<file path="src/hw/rtl/lfu_pkg.sv">
`timescale 1ns / 1ps

package lfu_pkg;

    localparam int NUM_PAGES       = 8;
    localparam int MAX_FRAMES      = 8;
    localparam int COUNT_WIDTH_DEF = 16;
    localparam int PAGE_W          = 4;
    localparam int FRAME_W         = 3;
    localparam int CFG_W           = 4;
    localparam int FRAME_CNT_W     = FRAME_W + 1;
    localparam int PAGE_IDX_W      = $clog2(NUM_PAGES);
    localparam int FRAMES_RESET    = 8;

    typedef enum logic [2:0] {
        ST_IDLE,
        ST_SCAN,
        ST_COMMIT,
        ST_BUMP,
        ST_DONE
    } t_state;

    typedef struct packed {
        logic load;
        logic scan;
        logic commit;
        logic bump;
        logic out_load;
    } t_cmd;

    typedef struct packed {
        logic page_valid;
        logic scan_last;
        logic out_free;
    } t_stat;

endpackage

</file>
<file path="src/hw/rtl/lfu_page_replacement.sv">
`timescale 1ns / 1ps
// An accepted word is registered, its n active frames scanned one per cycle, the chosen
// frame committed, its counter bumped and the result loaded; then a new word is taken.
// A reserved page (0 or beyond the page range) skips the scan, commit and bump.
// The result register lets the scan finish while the previous word waits downstream.
// Reset is synchronous, active low: frames empty, counters zero, frame count 8.
module lfu_page_replacement
    import lfu_pkg::*;
#(
    parameter int COUNT_WIDTH = COUNT_WIDTH_DEF
) (
    input  logic               i_clk,
    input  logic               i_rst_n,
    input  logic               i_cfg_we,
    input  logic [CFG_W-1:0]   i_cfg_wdata,
    input  logic               i_in_valid,
    output logic               o_in_ready,
    input  logic [PAGE_W-1:0]  i_page_id,
    output logic               o_out_valid,
    input  logic               i_out_ready,
    output logic               o_was_hit,
    output logic [FRAME_W-1:0] o_frame_index,
    output logic [PAGE_W-1:0]  o_evicted_page
);

    t_cmd  cmd;
    t_stat stat;

    lfu_ctrl u_ctrl (
        .i_clk      (i_clk),
        .i_rst_n    (i_rst_n),
        .i_in_valid (i_in_valid),
        .o_in_ready (o_in_ready),
        .i_stat     (stat),
        .o_cmd      (cmd)
    );

    lfu_dp #(
        .COUNT_WIDTH (COUNT_WIDTH)
    ) u_dp (
        .i_clk          (i_clk),
        .i_rst_n        (i_rst_n),
        .i_cfg_we       (i_cfg_we),
        .i_cfg_wdata    (i_cfg_wdata),
        .i_page_id      (i_page_id),
        .i_cmd          (cmd),
        .o_stat         (stat),
        .o_out_valid    (o_out_valid),
        .i_out_ready    (i_out_ready),
        .o_was_hit      (o_was_hit),
        .o_frame_index  (o_frame_index),
        .o_evicted_page (o_evicted_page)
    );

endmodule

</file>
<file path="src/hw/rtl/lfu_ctrl.sv">
`timescale 1ns / 1ps

module lfu_ctrl
    import lfu_pkg::*;
(
    input  logic  i_clk,
    input  logic  i_rst_n,
    input  logic  i_in_valid,
    output logic  o_in_ready,
    input  t_stat i_stat,
    output t_cmd  o_cmd
);

    t_state r_state;
    t_state n_state;

    always_ff @(posedge i_clk) begin
        if (!i_rst_n) begin
            r_state <= ST_IDLE;
        end else begin
            r_state <= n_state;
        end
    end

    always_comb begin
        n_state    = r_state;
        o_cmd      = '0;
        o_in_ready = 1'b0;
        case (r_state)
            ST_IDLE: begin
                o_in_ready = 1'b1;
                if (i_in_valid) begin
                    o_cmd.load = 1'b1;
                    n_state    = ST_SCAN;
                end
            end
            ST_SCAN: begin
                // a reserved page touches nothing
                if (!i_stat.page_valid) begin
                    n_state = ST_DONE;
                end else begin
                    o_cmd.scan = 1'b1;
                    if (i_stat.scan_last) begin
                        n_state = ST_COMMIT;
                    end
                end
            end
            ST_COMMIT: begin
                o_cmd.commit = 1'b1;
                n_state      = ST_BUMP;
            end
            ST_BUMP: begin
                o_cmd.bump = 1'b1;
                n_state    = ST_DONE;
            end
            ST_DONE: begin
                // hold until the result register is free
                if (i_stat.out_free) begin
                    o_cmd.out_load = 1'b1;
                    n_state        = ST_IDLE;
                end
            end
            default: begin
                n_state = ST_IDLE;
            end
        endcase
    end

endmodule

</file>
<file path="src/hw/rtl/lfu_dp.sv">
`timescale 1ns / 1ps

module lfu_dp
    import lfu_pkg::*;
#(
    parameter int COUNT_WIDTH = COUNT_WIDTH_DEF
) (
    input  logic               i_clk,
    input  logic               i_rst_n,
    input  logic               i_cfg_we,
    input  logic [CFG_W-1:0]   i_cfg_wdata,
    input  logic [PAGE_W-1:0]  i_page_id,
    input  t_cmd               i_cmd,
    output t_stat              o_stat,
    output logic               o_out_valid,
    input  logic               i_out_ready,
    output logic               o_was_hit,
    output logic [FRAME_W-1:0] o_frame_index,
    output logic [PAGE_W-1:0]  o_evicted_page
);

    localparam logic [COUNT_WIDTH-1:0] COUNT_MAX = {COUNT_WIDTH{1'b1}};

    logic [PAGE_W-1:0]      r_frames [MAX_FRAMES];
    logic [COUNT_WIDTH-1:0] r_counts [NUM_PAGES];
    logic [CFG_W-1:0]       r_frames_in_use;

    logic [PAGE_W-1:0]      r_page;
    logic                   r_page_valid;
    logic [FRAME_W-1:0]     r_idx;
    logic                   r_hit;
    logic [FRAME_W-1:0]     r_match_idx;
    logic                   r_empty_found;
    logic [FRAME_W-1:0]     r_empty_idx;
    logic [COUNT_WIDTH-1:0] r_min_cnt;
    logic [FRAME_W-1:0]     r_min_idx;
    logic [PAGE_W-1:0]      r_min_page;
    logic [FRAME_W-1:0]     r_frame;
    logic [PAGE_W-1:0]      r_evict;

    logic [FRAME_CNT_W-1:0] n_act;
    logic [FRAME_W-1:0]     last_idx;
    logic [PAGE_W-1:0]      cur_page;
    logic [PAGE_W-1:0]      cur_page_m1;
    logic [PAGE_W-1:0]      req_page_m1;
    logic [PAGE_W-1:0]      min_page_m1;
    logic [PAGE_IDX_W-1:0]  cnt_addr;
    logic [COUNT_WIDTH-1:0] cnt_rd;
    logic [COUNT_WIDTH-1:0] cur_cnt;
    logic [FRAME_W-1:0]     sel_frame;
    logic                   do_evict;
    logic                   page_ok;

    // frame count 0 acts as 1, anything above the frame store as its depth
    always_comb begin
        if (r_frames_in_use == '0) begin
            n_act = FRAME_CNT_W'(1);
        end else if (r_frames_in_use > CFG_W'(MAX_FRAMES)) begin
            n_act = FRAME_CNT_W'(MAX_FRAMES);
        end else begin
            n_act = FRAME_CNT_W'(r_frames_in_use);
        end
    end

    assign last_idx    = FRAME_W'(n_act - FRAME_CNT_W'(1));
    assign page_ok     = (i_page_id != '0) && (i_page_id <= PAGE_W'(NUM_PAGES));

    assign cur_page    = r_frames[r_idx];
    assign cur_page_m1 = cur_page - PAGE_W'(1);
    assign req_page_m1 = r_page - PAGE_W'(1);
    assign min_page_m1 = r_min_page - PAGE_W'(1);

    // one read port on the counters: scanned frame's page, or the request
    assign cnt_addr = i_cmd.bump ? req_page_m1[PAGE_IDX_W-1:0]
                                 : cur_page_m1[PAGE_IDX_W-1:0];
    assign cnt_rd   = r_counts[cnt_addr];
    assign cur_cnt  = (cur_page == '0) ? '0 : cnt_rd;

    assign do_evict  = !r_hit && !r_empty_found;
    assign sel_frame = r_hit ? r_match_idx : (r_empty_found ? r_empty_idx : r_min_idx);

    assign o_stat.page_valid = r_page_valid;
    assign o_stat.scan_last  = (r_idx == last_idx);
    assign o_stat.out_free   = !o_out_valid || i_out_ready;

    always_ff @(posedge i_clk) begin
        if (!i_rst_n) begin
            for (int i = 0; i < MAX_FRAMES; i++) begin
                r_frames[i] <= '0;
            end
            for (int i = 0; i < NUM_PAGES; i++) begin
                r_counts[i] <= '0;
            end
            r_frames_in_use <= CFG_W'(FRAMES_RESET);
            o_out_valid     <= 1'b0;
        end else begin
            if (i_cfg_we) begin
                r_frames_in_use <= i_cfg_wdata;
            end
            if (i_cmd.commit) begin
                r_frames[sel_frame] <= r_page;
                if (do_evict) begin
                    r_counts[min_page_m1[PAGE_IDX_W-1:0]] <= '0;
                end
            end
            if (i_cmd.bump && (cnt_rd != COUNT_MAX)) begin
                r_counts[cnt_addr] <= cnt_rd + COUNT_WIDTH'(1);
            end
            if (i_cmd.out_load) begin
                o_out_valid <= 1'b1;
            end else if (i_out_ready) begin
                o_out_valid <= 1'b0;
            end
        end
    end

    always_ff @(posedge i_clk) begin
        if (i_cmd.load) begin
            r_page        <= i_page_id;
            r_page_valid  <= page_ok;
            r_idx         <= '0;
            r_hit         <= 1'b0;
            r_empty_found <= 1'b0;
        end
        if (i_cmd.scan) begin
            r_idx <= r_idx + FRAME_W'(1);
            // keep the lowest frame that holds the page
            if (!r_hit && (cur_page == r_page)) begin
                r_hit       <= 1'b1;
                r_match_idx <= r_idx;
            end
            if (!r_empty_found && (cur_page == '0)) begin
                r_empty_found <= 1'b1;
                r_empty_idx   <= r_idx;
            end
            // strict less keeps the lowest frame on a tie
            if ((r_idx == '0) || (cur_cnt < r_min_cnt)) begin
                r_min_cnt  <= cur_cnt;
                r_min_idx  <= r_idx;
                r_min_page <= cur_page;
            end
        end
        if (i_cmd.commit) begin
            r_frame <= sel_frame;
            r_evict <= do_evict ? r_min_page : '0;
        end
        if (i_cmd.out_load) begin
            o_was_hit      <= r_page_valid && r_hit;
            o_frame_index  <= r_page_valid ? r_frame : '0;
            o_evicted_page <= r_page_valid ? r_evict : '0;
        end
    end

`ifndef ASSERT_OFF
    a_commit_lands: assert property (@(posedge i_clk) disable iff (!i_rst_n)
        i_cmd.commit |=> (r_frames[r_frame] == r_page))
        else $error("committed frame does not hold the requested page");

    a_hit_no_evict: assert property (@(posedge i_clk) disable iff (!i_rst_n)
        (o_out_valid && o_was_hit) |-> (o_evicted_page == '0))
        else $error("hit reported an evicted page");

    a_scan_in_range: assert property (@(posedge i_clk) disable iff (!i_rst_n)
        i_cmd.scan |-> (FRAME_CNT_W'(r_idx) < n_act))
        else $error("scan ran past the active frames");

    a_result_frame: assert property (@(posedge i_clk) disable iff (!i_rst_n)
        o_out_valid |-> (FRAME_CNT_W'(o_frame_index) < n_act))
        else $error("result frame outside the active frames");
`endif

endmodule
</file>
<file path="config.mk">
export PLATFORM = sky130hd
export DESIGN_NAME = lfu_page_replacement
export DESIGN_NICKNAME = d
export VERILOG_FILES = /design/src/hw/rtl/lfu_pkg.sv /design/src/hw/rtl/lfu_page_replacement.sv /design/src/hw/rtl/lfu_ctrl.sv /design/src/hw/rtl/lfu_dp.sv
export SDC_FILE = /design/constraint.sdc
export NUM_CORES = 1
export LEC_CHECK = 0
export BUFFER_PORTS_ARGS = -buffer_cell sky130_fd_sc_hd__buf_2
export CORE_MARGIN = 2
export CORE_UTILIZATION = 39
export DETAILED_ROUTE_END_ITERATION = 7
export GPL_TIMING_DRIVEN = 0
export SLEW_MARGIN = 20
export SYNTH_ARGS = -nofsm -noshare
export SYNTH_HDL_FRONTEND = slang
export SYNTH_SLANG_ARGS = --single-unit
export TNS_END_PERCENT = 20
</file>
<file path="constraint.sdc">
create_clock -name i_clk -period 15.1 [get_ports i_clk]
set_input_delay 0 -clock i_clk [delete_from_list [all_inputs] [get_ports i_clk]]
set_output_delay 0 -clock i_clk [all_outputs]
set_load 0.05 [all_outputs]
</file>
======== Yosys cells after proc, flatten, opt, wreduce, memory -nomap -nowiden ========
Memory sizes are Yosys's and may differ from the RTL's. A register that Yosys moved wholly into a read port is not among the register bits.
Cells that the tools add are included.
storage, ports and cells
  memory bits (read-only) ................. 0
  bits in writable memories ............... 160
  word-level logic and storage cells ...... 115
  memories ................................ 2
  register bits after elaboration ......... 62
  latch bits .............................. 0
memory list
  name           words  bits a word  rd ports  clocked after Yosys merged registers in  write ports  RTL line      text
  u_dp.r_counts  8      16           1         0                                        8            lfu_dp.sv:25  logic [COUNT_WIDTH-1:0] r_counts [NUM_PAGES];
  u_dp.r_frames  8      4            1         1                                        8            lfu_dp.sv:24  logic [PAGE_W-1:0] r_frames [MAX_FRAMES];
cells by class
  equality and inequality tests ........... 10
  shift-type cells ........................ 0
  bitwise gates (word level) .............. 0
  order comparisons ....................... 3
  div/mod/pow operators ................... 0
  multiplexer cells ....................... 51
  reductions and logical operators ........ 25
  add/sub/neg operators ................... 6
  $mul .................................... 0
operator list
  kind                                                  count
  two-way mux 16 bit                                    3
  two-way mux 3 bit                                     15
  OR reduction 16 bit                                   2
  two-way mux 1 bit                                     31
  adder 16 x 1 -> 16 bit (second input constant)        1
  < comparator 16 bit                                   1
  inequality test 16 bit (second input constant)        1
  one-hot mux 3 bit (5 select lines)                    1
  subtractor 3 x 1 -> 3 bit (second input constant)     4
  logical NOT 4 bit                                     2
  equality test 3 x 2 -> 1 bit (second input constant)  2
  logical AND 1 bit                                     6
  logical NOT 3 bit                                     2
  AND reduction 2 bit                                   3
  equality test 4 bit                                   1
  > comparator 4 bit (second input constant)            1
  <= comparator 4 bit (second input constant)           1
  two-way mux 4 bit                                     1
  inequality test 2 bit (second input constant)         2
  nonzero test 2 bit                                    2
  nonzero test 4 bit                                    1
  OR reduction 4 bit                                    1
  adder 3 x 1 -> 3 bit (second input constant)          1
  equality test 3 x 1 -> 1 bit (second input constant)  1
  other kinds (6)                                       9

======== Longest topological paths before layout ========
An unclocked memory read counts as a cell.
  word-level depth ........................ 11
  gate-level depth with buffers ........... 26

======== Hierarchy ========
A second synthesis with hierarchy kept.
second synthesis, totals
  cell total of the unflattened synthesis .. 949
  area, all modules ....................... 11531.1 sq um
by module, submodules not included
  module    times used  area an instance (sq um)  cells an instance
  lfu_dp    1           11329.6                   926
  lfu_ctrl  1           201.4                     23

======== Worst setup path after synthesis ========
OpenSTA, ideal clock, no wires.
  path type ............................... reg2reg
  start ................................... register (tool-made name)
  end ..................................... register u_dp.r_min_cnt[0] (enable)
  arrival ................................. 6.124 ns
  stages on the path, launching flop included .. 27
  setup slack ............................. 8.566 ns
  cells stage by stage .................... dfxtp_1 -> buf_6 -> and2_1 -> a22o_1 -> buf_6 -> o31ai_4 -> buf_6 -> inv_1 -> ha_1 -> clkbuf_1 -> buf_1 -> clkbuf_1 -> a31oi_1 -> mux2_2 -> a21oi_1 -> nor2_1 -> ha_1 -> a21o_1 -> a21o_1 -> a21o_1 -> a21oi_1 -> nor2b_1 -> o21ai_0 -> nand2b_1 -> a21oi_1 -> o21ai_0 -> a21oi_1
RTL lines
  element               RTL line       text
  end signal, assigned  lfu_dp.sv:138  r_min_cnt <= cur_cnt;
  end, declared         lfu_dp.sv:35   logic [COUNT_WIDTH-1:0] r_min_cnt;

==> flow_metrics.env <==
export IMPL_initial_core_util=0.395
export IMPL_powerDensity_nw_per_um2=163
export IMPL_syn_area_per_cell_um2=12.6
export IMPL_ys_warn_count=0
export IMPL_p_leak_uw=0.00486
export IMPL_ir_worst_vdd_v=0.000107
export IMPL_worst_r2r_setup_slack_ps=6990
export IMPL_cts_root_buffer="clkbuf_16"
export IMPL_wl_um=29200
export IMPL_period_minus_slack_ps=8110
export IMPL_hold_viol_final=0
export IMPL_synth_edf_count=212
export IMPL_dp_hpwl_um=20100
export IMPL_finalSetupTns_ps=0
export IMPL_ant_nets=0
export IMPL_ctsHoldBuffers=17
export IMPL_cts_max_path_buffers=3
export IMPL_wl_per_cell_um=21.1
export IMPL_crit_path_end_kind="flip-flop"
export IMPL_fin_cells=1382
export IMPL_grt_setup_unrepaired="no"
export IMPL_die_w_um=174
export IMPL_grt_pass1_wl_um=44300
export IMPL_crit_type="reg -> reg"
export IMPL_power_uw=2140
export IMPL_via_count=7496
export IMPL_antenna_found_initial=0
export IMPL_post_cts_setup_buffers=0
export IMPL_yosysTopAreaCell="edfxtp_1"
export IMPL_synthCells=896
export IMPL_crit_path_max_fanout=16
export IMPL_clock_sinks=225
export IMPL_drive_gt1_frac=0.161
export IMPL_via_per_inst=5.42
export IMPL_crit_slowest_cell="a21boi_0"
export IMPL_maxCapViolCount=0
export IMPL_grt_usage=0.191
export IMPL_die_area_um2=30400
export IMPL_synth_area_leaders="edfxtp_1 56%, nor2_1 6.1%, mux2i_1 5.4%, mux4_2 4.2%, and2_1 2.7%"
export IMPL_die_h_um=174
export IMPL_n_antenna_cell=0
export IMPL_drt_initial_drc_count=801
export IMPL_numCtsBuffers=26
export IMPL_gp_congestion=0.837
export IMPL_h_tree_depth=1
export IMPL_clock_skew_ps=11.0
export IMPL_fp_row_count=62
export IMPL_synth_ff_type="edfxtp_1"
export IMPL_crit_chain="clkbuf_1 -> nand4b_1 -> o31ai_4 -> buf_6 -> inv_1 -> ha_1 -> inv_1 -> clkbuf_1 -> clkbuf_1 -> o311a_1 -> o221ai_1 -> nand2_1 -> ha_1 -> a21boi_0 -> nand4b_2 -> buf_6 -> o21ai_4 -> nand3_2"
export IMPL_first_pass_iters=6
export IMPL_status="complete, no violations"
export IMPL_grt_overflow_total=0
export IMPL_cts_tree="built"
export IMPL_async_reset_ff_frac=0
export IMPL_cp_common_cell="clkbuf_1"
export IMPL_ctsResizeCount=0
export IMPL_finalCritPeriodShare=0.537
export IMPL_yosysTopAreaCellShare=0.563
export IMPL_grt_max_degree=21
export IMPL_ys_seq_area_frac=0.586
export IMPL_cp_data_arrival_time_ps=8180
export IMPL_max_slew_worst_pin_slew_ps=1060
export IMPL_clk_latency_ps=530
export IMPL_min_path_type="in -> reg"
export IMPL_finalMaxSlewViolations=0
export IMPL_syn_nets=930
export IMPL_synth_area_um2=11300
export IMPL_io_buffers=20
export IMPL_core_area_um2=28600
export IMPL_synth_cell_types=78
export IMPL_fmax_ghz=0.123
export IMPL_num_nets_final=1012
export IMPL_start_kind="flip-flop"
export IMPL_clk_pin_slew_worst_paths_ps=60
export IMPL_setup_viol=0
export IMPL_slowest_delay_ps=780
export IMPL_place_inst=1317
export IMPL_synthToLayoutAreaGrowth_pct=16.2
export IMPL_worstPathRequired_ps=15170
export IMPL_drc=0
export IMPL_slew_headroom=0.293
export IMPL_crit_buf_inv=7
export IMPL_synth_seq_cells=225
export IMPL_io_pins=23
export IMPL_grt_pass1_vias=7513
export IMPL_cp_top_family="buffers and inverters"
cell type report:
cell class / count / area [um^2]
fill: 2568 / 15500
sequential: 225 / 6630
multi-input combinational: 595 / 4360
clock buffer: 30 / 687
tap: 384 / 480
timing repair buffer: 54 / 419
buffer: 44 / 254
clock inverter: 18 / 205
inverter: 32 / 120
worst reg2reg max path: cells and delay by family, from the launching register on:
family,cells,cell delay (ps)
AND/OR/NAND/NOR,4,1770
flip-flops,1,330
adder cells (fa/ha/maj),2,590
buffers and inverters,7,3000
AO/OA/AOI/OAI,5,1940
cells in the mapped netlist, types with 7 or more instances:
cell,number
nand3_1,11
mux2i_1,61
o21ai_0,18
nor2_1,184
and2_1,48
nand2_1,31
buf_2,11
nor3_1,15
inv_1,31
a21oi_1,18
edfxtp_1,212
a31oi_1,7
clkbuf_1,19
ha_1,21
nor2b_1,13
o211ai_1,8
o21ai_4,7
mux4_2,21
nand2b_1,8
xnor2_1,15
dfxtp_1,13
layer usage:
layer / share of wire / GRT usage
met1: 0.43 / 0.264
met2: 0.47 / 0.312
met3: 0.064 / 0.0269
met4: 0.032 / 0.0637
met5: 0 / 0
path summary, 6_finish.rpt:
check	from	cells after the start	to
worst max-delay path	u_dp.r_page[0]	18	u_dp.r_counts[7][1]
worst min-delay path	i_rst_n	2	u_ctrl.r_state[1]
worst max register to register	u_dp.r_page[0]	18	u_dp.r_counts[7][1]
worst min register to register	u_dp.r_min_page[3]	1	u_dp.r_evict[3]
cells by family after synthesis:
group | count (synthesis) | synth area share
AO/OA/AOI/OAI | 108 | 0.0732
XOR/XNOR | 25 | 0.0220
adder cells (fa/ha/maj) | 21 | 0.0232
buffers and inverters | 76 | 0.0331
flip-flops | 225 | 0.586
multiplexers | 90 | 0.109
AND/OR/NAND/NOR | 351 | 0.154
power by group:
group	leakage [uW]	internal [uW]	switching [uW]
registers	0.00224	729	13.3
clock network	0.000428	395	263
logic	0.00219	253	491
total	0.00486	1380	767
placed cells by master, fill, tap and decap left out, types with 4 or more instances in the layout:
master / Yosys / routed
clkinv_2: 0 / 6
nand2_1: 31 / 31
clkinvlp_4: 0 / 4
nor3_1: 15 / 15
edfxtp_1: 212 / 212
dlygate4sd3_1: 0 / 17
clkbuf_16: 0 / 27
buf_6: 6 / 7
ha_1: 21 / 21
mux4_2: 21 / 21
xnor2_1: 15 / 15
and2_1: 48 / 48
a21o_1: 6 / 6
and3_1: 6 / 6
o211ai_1: 8 / 8
o21ai_0: 18 / 18
inv_1: 31 / 31
nor2_1: 184 / 184
nor4_4: 4 / 4
bufinv_16: 0 / 4
a21oi_1: 18 / 17
o31a_1: 4 / 4
buf_2: 11 / 32
nor2b_1: 13 / 13
dfxtp_1: 13 / 13
a31oi_1: 7 / 7
mux4_1: 4 / 4
buf_1: 4 / 4
buf_4: 2 / 16
o21ai_4: 7 / 7
nand2b_1: 8 / 8
nand3_1: 11 / 9
xor2_1: 6 / 6
mux2i_1: 61 / 61
mux2_2: 4 / 4
clkbuf_1: 19 / 22
or3_1: 4 / 4
registers in the layout (all words and copies together), names as in the netlist, 3 cells and up, named ones only:
register / cells
u_dp.r_page: 4
u_dp.r_min_idx: 3
u_dp.r_frames: 32
u_dp.r_match_idx: 3
u_dp.r_idx: 3
u_dp.r_evict: 4
u_dp.r_empty_idx: 3
u_ctrl.r_state: 3
u_dp.r_counts: 128
u_dp.r_min_page: 4
u_dp.r_frames_in_use: 4
u_dp.o_frame_index: 3
u_dp.o_evicted_page: 4
u_dp.r_frame: 3
u_dp.r_min_cnt: 16
through the flow:
step / utilization / worst slack, ps / instance area (um^2) / hold WS (ps)
after floorplan: - / 8570 / 11300 / 98.9
after CTS: 0.459 / 6880 / 13100 / 1.87
after global placement: 0.416 / 5770 / 11900 / 194
after detailed placement: 0.422 / 6910 / 12100 / 196
final: 0.459 / 6990 / 13100 / 34.6
after global routing: 0.459 / 6670 / 13100 / 41.7
(Power assumes the default switching activity.)
